`src/design/gwd_pkg.sv`:
```
// ----------------------------------------------------------------------------
// gwd_pkg
// Shared types, constants and calendar tables for the Gregorian weekday and
// day count block.
// ----------------------------------------------------------------------------
`default_nettype none

package gwd_pkg;

    // Days from year 0 to the start of the reference year, plus the reference
    // day of year (May 31 in a common year).
    localparam logic signed [23:0] REF_OFFSET = 24'sd736115;

    // Saturation limits of the 23-bit signed day count
    localparam logic signed [23:0] CNT_MAX = 24'sd4194303;
    localparam logic signed [23:0] CNT_MIN = -24'sd4194304;

    // Month codes used by name
    localparam logic [3:0] MONTH_JAN = 4'd1;
    localparam logic [3:0] MONTH_FEB = 4'd2;
    localparam logic [3:0] MONTH_DEC = 4'd12;

    typedef enum logic [2:0] {
        ST_IDLE,
        ST_DIV,
        ST_SUM,
        ST_DIFF,
        ST_MOD,
        ST_FIN,
        ST_OUT
    } gwd_state_t;

    // Commands from controller to datapath
    typedef struct packed {
        logic load;
        logic div;
        logic sum;
        logic diff;
        logic modstep;
        logic fin;
    } gwd_cmd_t;

    // floor(x / 100) for x below 25600, by multiplication with a reciprocal
    function automatic logic [7:0] div100(input logic [14:0] x);
        logic [28:0] p;
        begin
            p = {14'd0, x} * 29'd10486;
            return p[27:20];
        end
    endfunction

    // Days in the months before the given month, common year
    function automatic logic [8:0] cum_days(input logic [3:0] m);
        logic [8:0] r;
        begin
            unique case (m)
                4'd1:    r = 9'd0;
                4'd2:    r = 9'd31;
                4'd3:    r = 9'd59;
                4'd4:    r = 9'd90;
                4'd5:    r = 9'd120;
                4'd6:    r = 9'd151;
                4'd7:    r = 9'd181;
                4'd8:    r = 9'd212;
                4'd9:    r = 9'd243;
                4'd10:   r = 9'd273;
                4'd11:   r = 9'd304;
                4'd12:   r = 9'd334;
                default: r = 9'd0;
            endcase
            return r;
        end
    endfunction

    // Length of the month, common year
    function automatic logic [4:0] month_len(input logic [3:0] m);
        logic [4:0] r;
        begin
            unique case (m)
                4'd2:                      r = 5'd28;
                4'd4, 4'd6, 4'd9, 4'd11:   r = 5'd30;
                4'd1, 4'd3, 4'd5, 4'd7,
                4'd8, 4'd10, 4'd12:        r = 5'd31;
                default:                   r = 5'd0;
            endcase
            return r;
        end
    endfunction

endpackage

`default_nettype wire

```
`src/design/gregorian_weekday_and_day_count.sv`:
```
// Each start transfer runs six phases in order: divide, sum, difference,
// mod-7 fold, finish and output; busy is high in all six, done in output.
// Only the idle state takes a transfer, so a new date is taken only once
// the last one is through.
// Results appear for one cycle with done; the receiver cannot stall.
// Reset (rst_n low, asynchronous) returns the sequencer to idle.
// ----------------------------------------------------------------------------
// gregorian_weekday_and_day_count
// Gregorian date to day of year, signed day count from 2015-05-31 and
// weekday, with leap year and invalid date flags.
// ----------------------------------------------------------------------------
`default_nettype none

module gregorian_weekday_and_day_count
(
    input  wire logic               clk,
    input  wire logic               rst_n,
    input  wire logic               start,
    output logic                    busy,
    input  wire logic [13:0]        year,
    input  wire logic [3:0]         month,
    input  wire logic [4:0]         day,
    output logic                    done,
    output logic [8:0]              day_of_year,
    output logic signed [22:0]      days_from_reference,
    output logic [2:0]              weekday,
    output logic                    leap_year,
    output logic                    date_invalid
);

    gwd_pkg::gwd_cmd_t  cmd;

    // Sequence the phases
    gwd_ctrl u_ctrl
    (
        .clk   (clk),
        .rst_n (rst_n),
        .start (start),
        .cmd   (cmd),
        .busy  (busy),
        .done  (done)
    );

    // Compute the results
    gwd_dp u_dp
    (
        .clk                 (clk),
        .cmd                 (cmd),
        .year                (year),
        .month               (month),
        .day                 (day),
        .day_of_year         (day_of_year),
        .days_from_reference (days_from_reference),
        .weekday             (weekday),
        .leap_year           (leap_year),
        .date_invalid        (date_invalid)
    );

endmodule

`default_nettype wire

```
`src/design/gwd_ctrl.sv`:
```
// ----------------------------------------------------------------------------
// gwd_ctrl
// Sequencer for the date datapath: steps through the divide, sum, difference,
// mod-7 fold and finish phases, and drives busy and the result strobe.
// ----------------------------------------------------------------------------
`default_nettype none

module gwd_ctrl
(
    input  wire logic              clk,
    input  wire logic              rst_n,
    input  wire logic              start,
    output gwd_pkg::gwd_cmd_t      cmd,
    output logic                   busy,
    output logic                   done
);

    gwd_pkg::gwd_state_t state_reg;
    gwd_pkg::gwd_state_t state_next;

    // Hold the current phase
    always_ff @(posedge clk or negedge rst_n)
    begin
        if (!rst_n)
        begin
            state_reg <= gwd_pkg::ST_IDLE;
        end
        else
        begin
            state_reg <= state_next;
        end
    end

    // Advance through the phases
    always_comb
    begin
        state_next = state_reg;
        unique case (state_reg)
            gwd_pkg::ST_IDLE:
            begin
                if (start)
                begin
                    state_next = gwd_pkg::ST_DIV;
                end
            end
            gwd_pkg::ST_DIV:  state_next = gwd_pkg::ST_SUM;
            gwd_pkg::ST_SUM:  state_next = gwd_pkg::ST_DIFF;
            gwd_pkg::ST_DIFF: state_next = gwd_pkg::ST_MOD;
            gwd_pkg::ST_MOD:  state_next = gwd_pkg::ST_FIN;
            gwd_pkg::ST_FIN:  state_next = gwd_pkg::ST_OUT;
            gwd_pkg::ST_OUT:  state_next = gwd_pkg::ST_IDLE;
            default:          state_next = gwd_pkg::ST_IDLE;
        endcase
    end

    // Decode commands and handshake outputs from the phase
    always_comb
    begin
        cmd         = '0;
        busy        = 1'b1;
        done        = 1'b0;
        unique case (state_reg)
            gwd_pkg::ST_IDLE:
            begin
                busy     = 1'b0;
                cmd.load = start;
            end
            gwd_pkg::ST_DIV:  cmd.div     = 1'b1;
            gwd_pkg::ST_SUM:  cmd.sum     = 1'b1;
            gwd_pkg::ST_DIFF: cmd.diff    = 1'b1;
            gwd_pkg::ST_MOD:  cmd.modstep = 1'b1;
            gwd_pkg::ST_FIN:  cmd.fin     = 1'b1;
            gwd_pkg::ST_OUT:  done        = 1'b1;
            default:          busy        = 1'b0;
        endcase
    end

endmodule

`default_nettype wire

```
`src/design/gwd_dp.sv`:
```
// ----------------------------------------------------------------------------
// gwd_dp
// Date datapath: leap rule, day of year, days before year, signed difference
// to the reference date, a folded mod-7 unit and result saturation.
// ----------------------------------------------------------------------------
`default_nettype none

module gwd_dp
(
    input  wire logic               clk,
    input  wire gwd_pkg::gwd_cmd_t  cmd,
    input  wire logic [13:0]        year,
    input  wire logic [3:0]         month,
    input  wire logic [4:0]         day,
    output logic [8:0]              day_of_year,
    output logic signed [22:0]      days_from_reference,
    output logic [2:0]              weekday,
    output logic                    leap_year,
    output logic                    date_invalid
);

    // Input capture
    logic [13:0] year_reg;
    logic [3:0]  month_reg;
    logic [4:0]  day_reg;

    // Divide phase
    logic [7:0]  q100_reg;
    logic [7:0]  qa_reg;
    logic [7:0]  qb_reg;
    logic [22:0] p365_reg;
    logic [8:0]  offs_reg;
    logic [4:0]  mlen_reg;
    logic        mvalid_reg;

    // Sum phase
    logic        leap_reg;
    logic        bad_reg;
    logic [8:0]  doy_reg;
    logic [22:0] dby_reg;

    // Difference and mod-7 phases
    logic signed [23:0] diff_reg;
    logic [23:0]        mag_reg;
    logic [2:0]         rem_reg;

    // Results
    logic signed [22:0] count_reg;
    logic [2:0]         wd_reg;

    // Combinational terms
    logic [14:0] y_p99;
    logic [14:0] y_p399q;
    logic [12:0] y_p3q;
    logic [14:0] q100x;
    logic        leap_next;
    logic [8:0]  doy_next;
    logic        bad_next;
    logic [4:0]  lim_next;
    logic [22:0] dby_next;
    logic signed [23:0] diff_next;
    logic [5:0]  fold_sum;
    logic [3:0]  fold_mid;
    logic [2:0]  fold_low;
    logic [2:0]  rem_next;
    logic [2:0]  wd_next;
    logic signed [22:0] count_next;

    assign y_p99   = {1'b0, year_reg} + 15'd99;
    assign y_p399q = {2'b00, 13'(({1'b0, year_reg} + 15'd399) >> 2)};
    assign y_p3q   = 13'(({1'b0, year_reg} + 15'd3) >> 2);
    assign q100x   = 15'({7'd0, q100_reg} * 15'd100);

    // Leap rule: divisible by 4, and not by 100 unless by 400
    assign leap_next = (year_reg[1:0] == 2'b00)
                     && (({1'b0, year_reg} != q100x) || (q100_reg[1:0] == 2'b00));

    always_comb
    begin
        lim_next = mlen_reg + {4'd0, ((month_reg == gwd_pkg::MONTH_FEB) && leap_next)};
        bad_next = !mvalid_reg || (day_reg > lim_next);
        if (mvalid_reg)
        begin
            doy_next = offs_reg
                     + {8'd0, (leap_next && (month_reg > gwd_pkg::MONTH_FEB))}
                     + {4'd0, day_reg};
        end
        else
        begin
            doy_next = 9'd0;
        end
        dby_next = p365_reg + {10'd0, y_p3q} - {15'd0, qa_reg} + {15'd0, qb_reg};
    end

    assign diff_next = $signed({1'b0, dby_reg}) + $signed({15'd0, doy_reg})
                     - gwd_pkg::REF_OFFSET;

    // Fold the magnitude mod 7: eight is one mod 7, so add the 3-bit groups
    assign fold_sum = {3'd0, mag_reg[2:0]}   + {3'd0, mag_reg[5:3]}
                    + {3'd0, mag_reg[8:6]}   + {3'd0, mag_reg[11:9]}
                    + {3'd0, mag_reg[14:12]} + {3'd0, mag_reg[17:15]}
                    + {3'd0, mag_reg[20:18]} + {3'd0, mag_reg[23:21]};
    assign fold_mid = {1'b0, fold_sum[5:3]} + {1'b0, fold_sum[2:0]};
    assign fold_low = fold_mid[2:0] + {2'd0, fold_mid[3]};
    assign rem_next = (fold_low == 3'd7) ? 3'd0 : fold_low;

    // Weekday from the exact count, count saturated to the field range
    always_comb
    begin
        if (diff_reg[23] && (rem_reg != 3'd0))
        begin
            wd_next = 3'd7 - rem_reg;
        end
        else
        begin
            wd_next = rem_reg;
        end
        priority if (diff_reg > gwd_pkg::CNT_MAX)
        begin
            count_next = gwd_pkg::CNT_MAX[22:0];
        end
        else if (diff_reg < gwd_pkg::CNT_MIN)
        begin
            count_next = gwd_pkg::CNT_MIN[22:0];
        end
        else
        begin
            count_next = diff_reg[22:0];
        end
    end

    // Datapath registers, one group per command
    always_ff @(posedge clk)
    begin
        if (cmd.load)
        begin
            year_reg  <= year;
            month_reg <= month;
            day_reg   <= day;
        end
        if (cmd.div)
        begin
            q100_reg   <= gwd_pkg::div100({1'b0, year_reg});
            qa_reg     <= gwd_pkg::div100(y_p99);
            qb_reg     <= gwd_pkg::div100(y_p399q);
            p365_reg   <= {9'd0, year_reg} * 23'd365;
            offs_reg   <= gwd_pkg::cum_days(month_reg);
            mlen_reg   <= gwd_pkg::month_len(month_reg);
            mvalid_reg <= (month_reg >= gwd_pkg::MONTH_JAN) && (month_reg <= gwd_pkg::MONTH_DEC);
        end
        if (cmd.sum)
        begin
            leap_reg <= leap_next;
            bad_reg  <= bad_next;
            doy_reg  <= doy_next;
            dby_reg  <= dby_next;
        end
        if (cmd.diff)
        begin
            diff_reg <= diff_next;
            mag_reg  <= diff_next[23] ? 24'(-diff_next) : diff_next;
        end
        if (cmd.modstep)
        begin
            rem_reg <= rem_next;
        end
        if (cmd.fin)
        begin
            count_reg <= count_next;
            wd_reg    <= wd_next;
        end
    end

    assign day_of_year         = doy_reg;
    assign days_from_reference = count_reg;
    assign weekday             = wd_reg;
    assign leap_year           = leap_reg;
    assign date_invalid        = bad_reg;

endmodule

`default_nettype wire

```
`config.mk`:
```
export PLATFORM = sky130hd
export DESIGN_NAME = gregorian_weekday_and_day_count
export DESIGN_NICKNAME = d
export VERILOG_FILES = /design/src/design/gwd_pkg.sv /design/src/design/gregorian_weekday_and_day_count.sv /design/src/design/gwd_ctrl.sv /design/src/design/gwd_dp.sv
export SDC_FILE = /design/constraint.sdc
export NUM_CORES = 1
export LEC_CHECK = 0
export ABC_CLOCK_PERIOD_IN_PS = 9100
export BUFFER_PORTS_ARGS = -buffer_cell sky130_fd_sc_hd__buf_2
export CAP_MARGIN = 20
export CORE_MARGIN = 2
export CORE_UTILIZATION = 40
export DETAILED_ROUTE_END_ITERATION = 12
export PLACE_DENSITY = 0.52
export SETUP_SLACK_MARGIN = 0.02
export SLEW_MARGIN = 30
export SYNTH_ARGS = -nofsm -noshare
export SYNTH_HDL_FRONTEND = slang
export SYNTH_HIERARCHICAL = 1
export SYNTH_SLANG_ARGS = --single-unit
```
`constraint.sdc`:
```
create_clock -name clk -period 9.1 [get_ports clk]
set_clock_uncertainty 0.1 [all_clocks]
set_input_delay 0.91 -clock clk [delete_from_list [all_inputs] [get_ports clk]]
set_output_delay 0.91 -clock clk [all_outputs]
set_load 0.01 [all_outputs]
```
# After elaboration in Yosys (flattened, before gate mapping)
# Memory sizes are Yosys's and may differ from the RTL's. A register that Yosys moved wholly into a read port is not among the register bits.
# Index checks and enable logic that the tools add are counted.
# word_totals
reg_bits,185
romBits,224
input_bits,26
word_cells,90
n_memories,2
# op_classes
add_sub_neg,22
multipliers,5
order_cmp,6
eq_ne,10
n_mux,13
reduce_logical,13
# memory_table
memory,words,word_bits,read_ports,rd_clocked_by_memory_dff,wr,line,source
(no name shown),16,9,1,1,0,gwd_pkg.sv:56,unique case (m)
(no name shown),16,5,1,1,0,gwd_pkg.sv:79,unique case (m)
# op_table
cell,count
2-to-1 mux 23 bit,2
adder 6 x 3 -> 6 bit,6
multiplier 14 x 13 -> 27 bit (second input constant),1
multiplier 15 x 13 -> 27 bit (second input constant),1
multiplier 13 x 13 -> 26 bit (second input constant),1
adder 23 x 9 -> 24 bit,1
> comparator 24 x 23 -> 1 bit (second input constant),1
less-than comparator 24 x 23 -> 1 bit (second input constant),1
negator 24 bit,1
subtractor 24 x 21 -> 24 bit (second input constant),1
adder 23 x 13 -> 23 bit,1
adder 23 x 8 -> 23 bit,1
multiplier 14 x 9 -> 23 bit (second input constant),1
subtractor 23 x 8 -> 23 bit,1
case mux 3 bit (6 select lines),1
adder 14 x 2 -> 15 bit (second input constant),1
adder 14 x 7 -> 15 bit (second input constant),1
adder 14 x 9 -> 15 bit (second input constant),1
!= test 14 x 15 -> 1 bit,1
multiplier 8 x 5 -> 13 bit (second input constant),1
equality test 3 bit (second input constant),4
adder 9 x 1 -> 9 bit,1
adder 9 x 5 -> 9 bit,1
adder 3 x 3 -> 4 bit,2
other kinds (20),35

# Depth between registers and ports, before layout
# depth
ltp_word,10
mapped_depth,30

# By module
# The synthesis kept the hierarchy.
# modules_own_cells
mod,instances,cells_per_inst,area_per_inst_um2
gwd_dp,1,2342,24591.1
gwd_ctrl,1,22,224.0

# Worst setup path after synthesis
# Ideal clock, no wire load.
# synth_timing
path_kind,register to register
start,reg u_dp.year_reg[1]
end,"reg u_dp.qa_reg[7], data pin"
arrival_time_ps,6753
setup_slack_ps,1987
path_stages_with_launch,29
synth_period_minus_slack_ps,7113
path_cell_list,edfxtp_1 > inv_1 > ha_1 > clkbuf_1 > nor2b_1 > a21oi_1 > inv_1 > a21oi_1 > nor2_1 > xnor2_1 > inv_1 > fa_1 > inv_1 > ha_1 > fa_1 > fa_1 > inv_1 > fa_1 > inv_1 > ha_1 > o21ai_0 > nor2_1 > o211ai_1 > nand2_1 > o2111ai_1 > nand3_1 > or4_1 > a31oi_1 > xnor2_1
# synth_between
elab_chain_cells,2
# synth_rtl
element,line,source
from (decl),gwd_dp.sv:23,logic [13:0] year_reg;
from (signal assigned),gwd_dp.sv:137,year_reg <= year;
adder 14 x 7 -> 15 bit,gwd_dp.sv:69,"assign y_p99 = {1'b0, year_reg} + 15'd99;"
multiplier 15 x 13 -> 27 bit,gwd_pkg.sv:47,"p = {14'd0, x} * 29'd10486;"
to (signal assigned),gwd_dp.sv:144,qa_reg <= gwd_pkg::div100(y_p99);
to (decl),gwd_dp.sv:29,logic [7:0] qa_reg;
# No other way between the ends.
# A chain may end at the register's enable or synchronous reset.

# Worst setup path after layout
# layout_timing
start,reg u_dp.year_reg[2]
end,"reg u_dp.qb_reg[5], data pin"
# layout_between
elab_chain_cells,2
# layout_rtl
element,line,source
adder 14 x 9 -> 15 bit,gwd_dp.sv:70,"assign y_p399q = {2'b00, 13'(({1'b0, year_reg} + 15'd399) >> 2)};"
multiplier 13 x 13 -> 26 bit,gwd_pkg.sv:47,
to (signal assigned),gwd_dp.sv:145,qb_reg <= gwd_pkg::div100(y_p399q);
to (decl),gwd_dp.sv:30,logic [7:0] qb_reg;
# No other way between the ends.

==> flow_summary.ini <==
[critical_path]
crit_slowest_cell = edfxtp_1
r2r_end = u_dp/qb_reg[5]
path_class = flop to flop
startpoint_type = flop
critPathMaxFanout = 10
critPathMaxStageDelay_ns = 0.69
cp-end-kind = flop
required_ns = 9.21
worstRegToRegCells = 26
crit_arrival_ns = 8.42
regToRegSetupSlack_ns = 0.79
timing.rr.start = u_dp/year_reg[2]

[finish]
syn_to_final_growth_pct = 7.65
insertedDiodeCount = 0
instances_no_fill = 3234
num-nets-final = 3196
largest_reg_flops = 24
drive_gt1_frac = 0.0659

[detailed_routing]
wl_per_cell_um = 16.2
ant_nets = 0
drc = 0
wl_um = 52300
vias = 15700
dr.pass1.iters = 5
drt_iter0_markers = 655
vias_per_cell = 4.85

[status]
status = finished clean

[yosys]
synth_warnings = 6
synth_top_family_by_area = adder cells
synth_compound_area_frac = 0.0827
synthXorXnorAreaFrac = 0.0554
synth_area_per_cell_um2 = 10.5
synthCells = 2364
synth-seq-cells = 195
yosys.area_share.adder = 0.454
synthMuxAreaShare = 0.00434
syn-cell-area_um2 = 24800
synth-simple-area-share = 0.0765
synth_nets = 3129
ys_types = 83
async_flop_share = 0.0154
synth_edf_count = 192
synth_flop_cell = edfxtp_1
synth_seq_area_share = 0.235

[timing]
period_share = 0.913
drv_slew = 0
slew_headroom = 0.387
fmax_mhz = 120
fin_setup_tns_ns = 0
tightest_slew_ns = 0.916
rsz0062_at_grt = false
hold_viol_final = 0
finalCriticalPeriod_ns = 8.31
timing.final.ws_setup_ns = 0.793
setup_violations = 0

[floorplan]
die_h_um = 253
die_area_um2 = 64000
coreArea_um2 = 61500
dieWidth_um = 253
io_pins = 65
start_util = 0.404
num_rows = 91

[clock_network]
postCtsSetupBuffers = 0
cts_tree = built
cts_hold_buf = 0
ctsResizeCount = 0
clockBufferDepth = 2
cts-htree-levels = 4
clkSlewWorstSetupHoldPaths_ns = 0.08
cts.sinks = 195
cts_made_buffers = 17
clkLatencyLatePin_ns = 0.46
root_buffer = clkbuf_16

[global_route]
grt_pass1_vias = 16400
gr-total-overflow = 0
grt_max_degree = 60
antenna_found_initial = 0
grt_pass1_wl_um = 86700
track_usage = 0.173

[placement]
gp_congestion = 0.874
portBuffers = 64
dp_cells = 3202
hpwl_um = 44800
post-place-ws_ns = 0.929

[flow_run]
drv_cap = 0

[hold_path]
min_path_type = primary input to asynchronous set/reset pin
==> cell usage in the layout, fill, tap and decap left out, types with 13 or more instances in the layout <==
master     instances
buf_4             15
inv_1            565
a21o_1            32
nand2b_1          15
a21oi_1           58
fa_1             268
and2_1            17
nor2_1            93
nand3_1           31
nor3_1            29
xor2_1            42
nor2b_1           25
a31oi_1           13
xnor2_1          108
buf_2             64
clkbuf_16         17
ha_1             471
nand4_1           15
nand2_1           83
o21ai_0           80
o21a_1            17
edfxtp_1         192
==> logic make-up (layout without fill, tap and decap cells) <==
logic type      Yosys count  in the layout
mux                       9              9
buf+inv                 597            677
flops                   195            195
fa+ha+maj               739            739
compound gates          300            300
xor+xnor                156            156
simple gates            368            368
==> worst max path at each step <==
stage	start	end	slack, ns
2_1_floorplan	u_dp/year_reg[1]	u_dp/qa_reg[7]	1.99
3_3_place_gp	u_dp/year_reg[2]	u_dp/qb_reg[5]	1.03
3_5_place_dp	u_dp/year_reg[2]	u_dp/qb_reg[5]	0.93
4_1_cts	u_dp/year_reg[2]	u_dp/qb_reg[5]	0.88
5_1_grt	u_dp/year_reg[2]	u_dp/qb_reg[5]	0.24
6_report	u_dp/year_reg[2]	u_dp/qb_reg[5]	0.79
==> cell usage after synthesis (all sizes together) (16+ instances only) <==
cell,n,share of area
a21o,32,0.0097
xor2,43,0.015
nand3,32,0.0067
nor2b,26,0.0069
nor2,94,0.014
nand2b,16,0.0041
inv,566,0.086
nor3,33,0.0077
a21oi,60,0.012
nand2,83,0.013
fa,268,0.22
o21a,18,0.0055
and2,17,0.0043
ha,471,0.24
o21ai,85,0.017
xnor2,113,0.040
edfxtp,192,0.23
clkbuf,19,0.0029
==> layout make-up <==
| class | instances | area [um^2] |
|---|---|---|
| fillers | 5918 | 34800 |
| multi-input cells | 1572 | 16800 |
| flip-flops and latches | 195 | 5840 |
| inverters | 566 | 2120 |
| well taps | 790 | 988 |
| clock buffers | 19 | 433 |
| repair buffers | 79 | 433 |
| clock inverters | 13 | 139 |
==> stage by stage <==
stage / hold WS (ns) / cell area [um^2] / utilization
2_1_floorplan: 0.426 / 24800 / -
4_1_cts: 0.0992 / 26700 / 0.434
6_report: 0.126 / 26700 / 0.434
5_1_grt: 0.0909 / 26700 / 0.434
3_5_place_dp: 0.439 / 26100 / 0.425
3_3_place_gp: 0.435 / 26100 / 0.425
==> routing by layer <==
| metal | GRT usage | part of all wire | vias up |
|---|---|---|---|
| met1 | 0.240 | 0.49 | 7557 |
| met4 | 0.0362 | 0.016 | 0 |
| met2 | 0.288 | 0.47 | 178 |
| li1 | - | - | 7920 |
| met3 | 0.0223 | 0.020 | 34 |
| met5 | 0 | 0 | - |
==> critical path, delay by kind of cell (launching register included) <==
| family | cells | cell delay, ns |
|---|---|---|
| adder cells (fa/ha/maj) | 7 | 2.99 |
| XOR/XNOR | 2 | 0.55 |
| flip-flops | 1 | 0.69 |
| AND/OR/NAND/NOR | 4 | 0.38 |
| AO/OA/AOI/OAI | 9 | 2.67 |
| buffers and inverters | 4 | 0.70 |
Power is not shown: default switching activity piles up to over one toggle a cycle in this logic, so the estimate is an artifact.
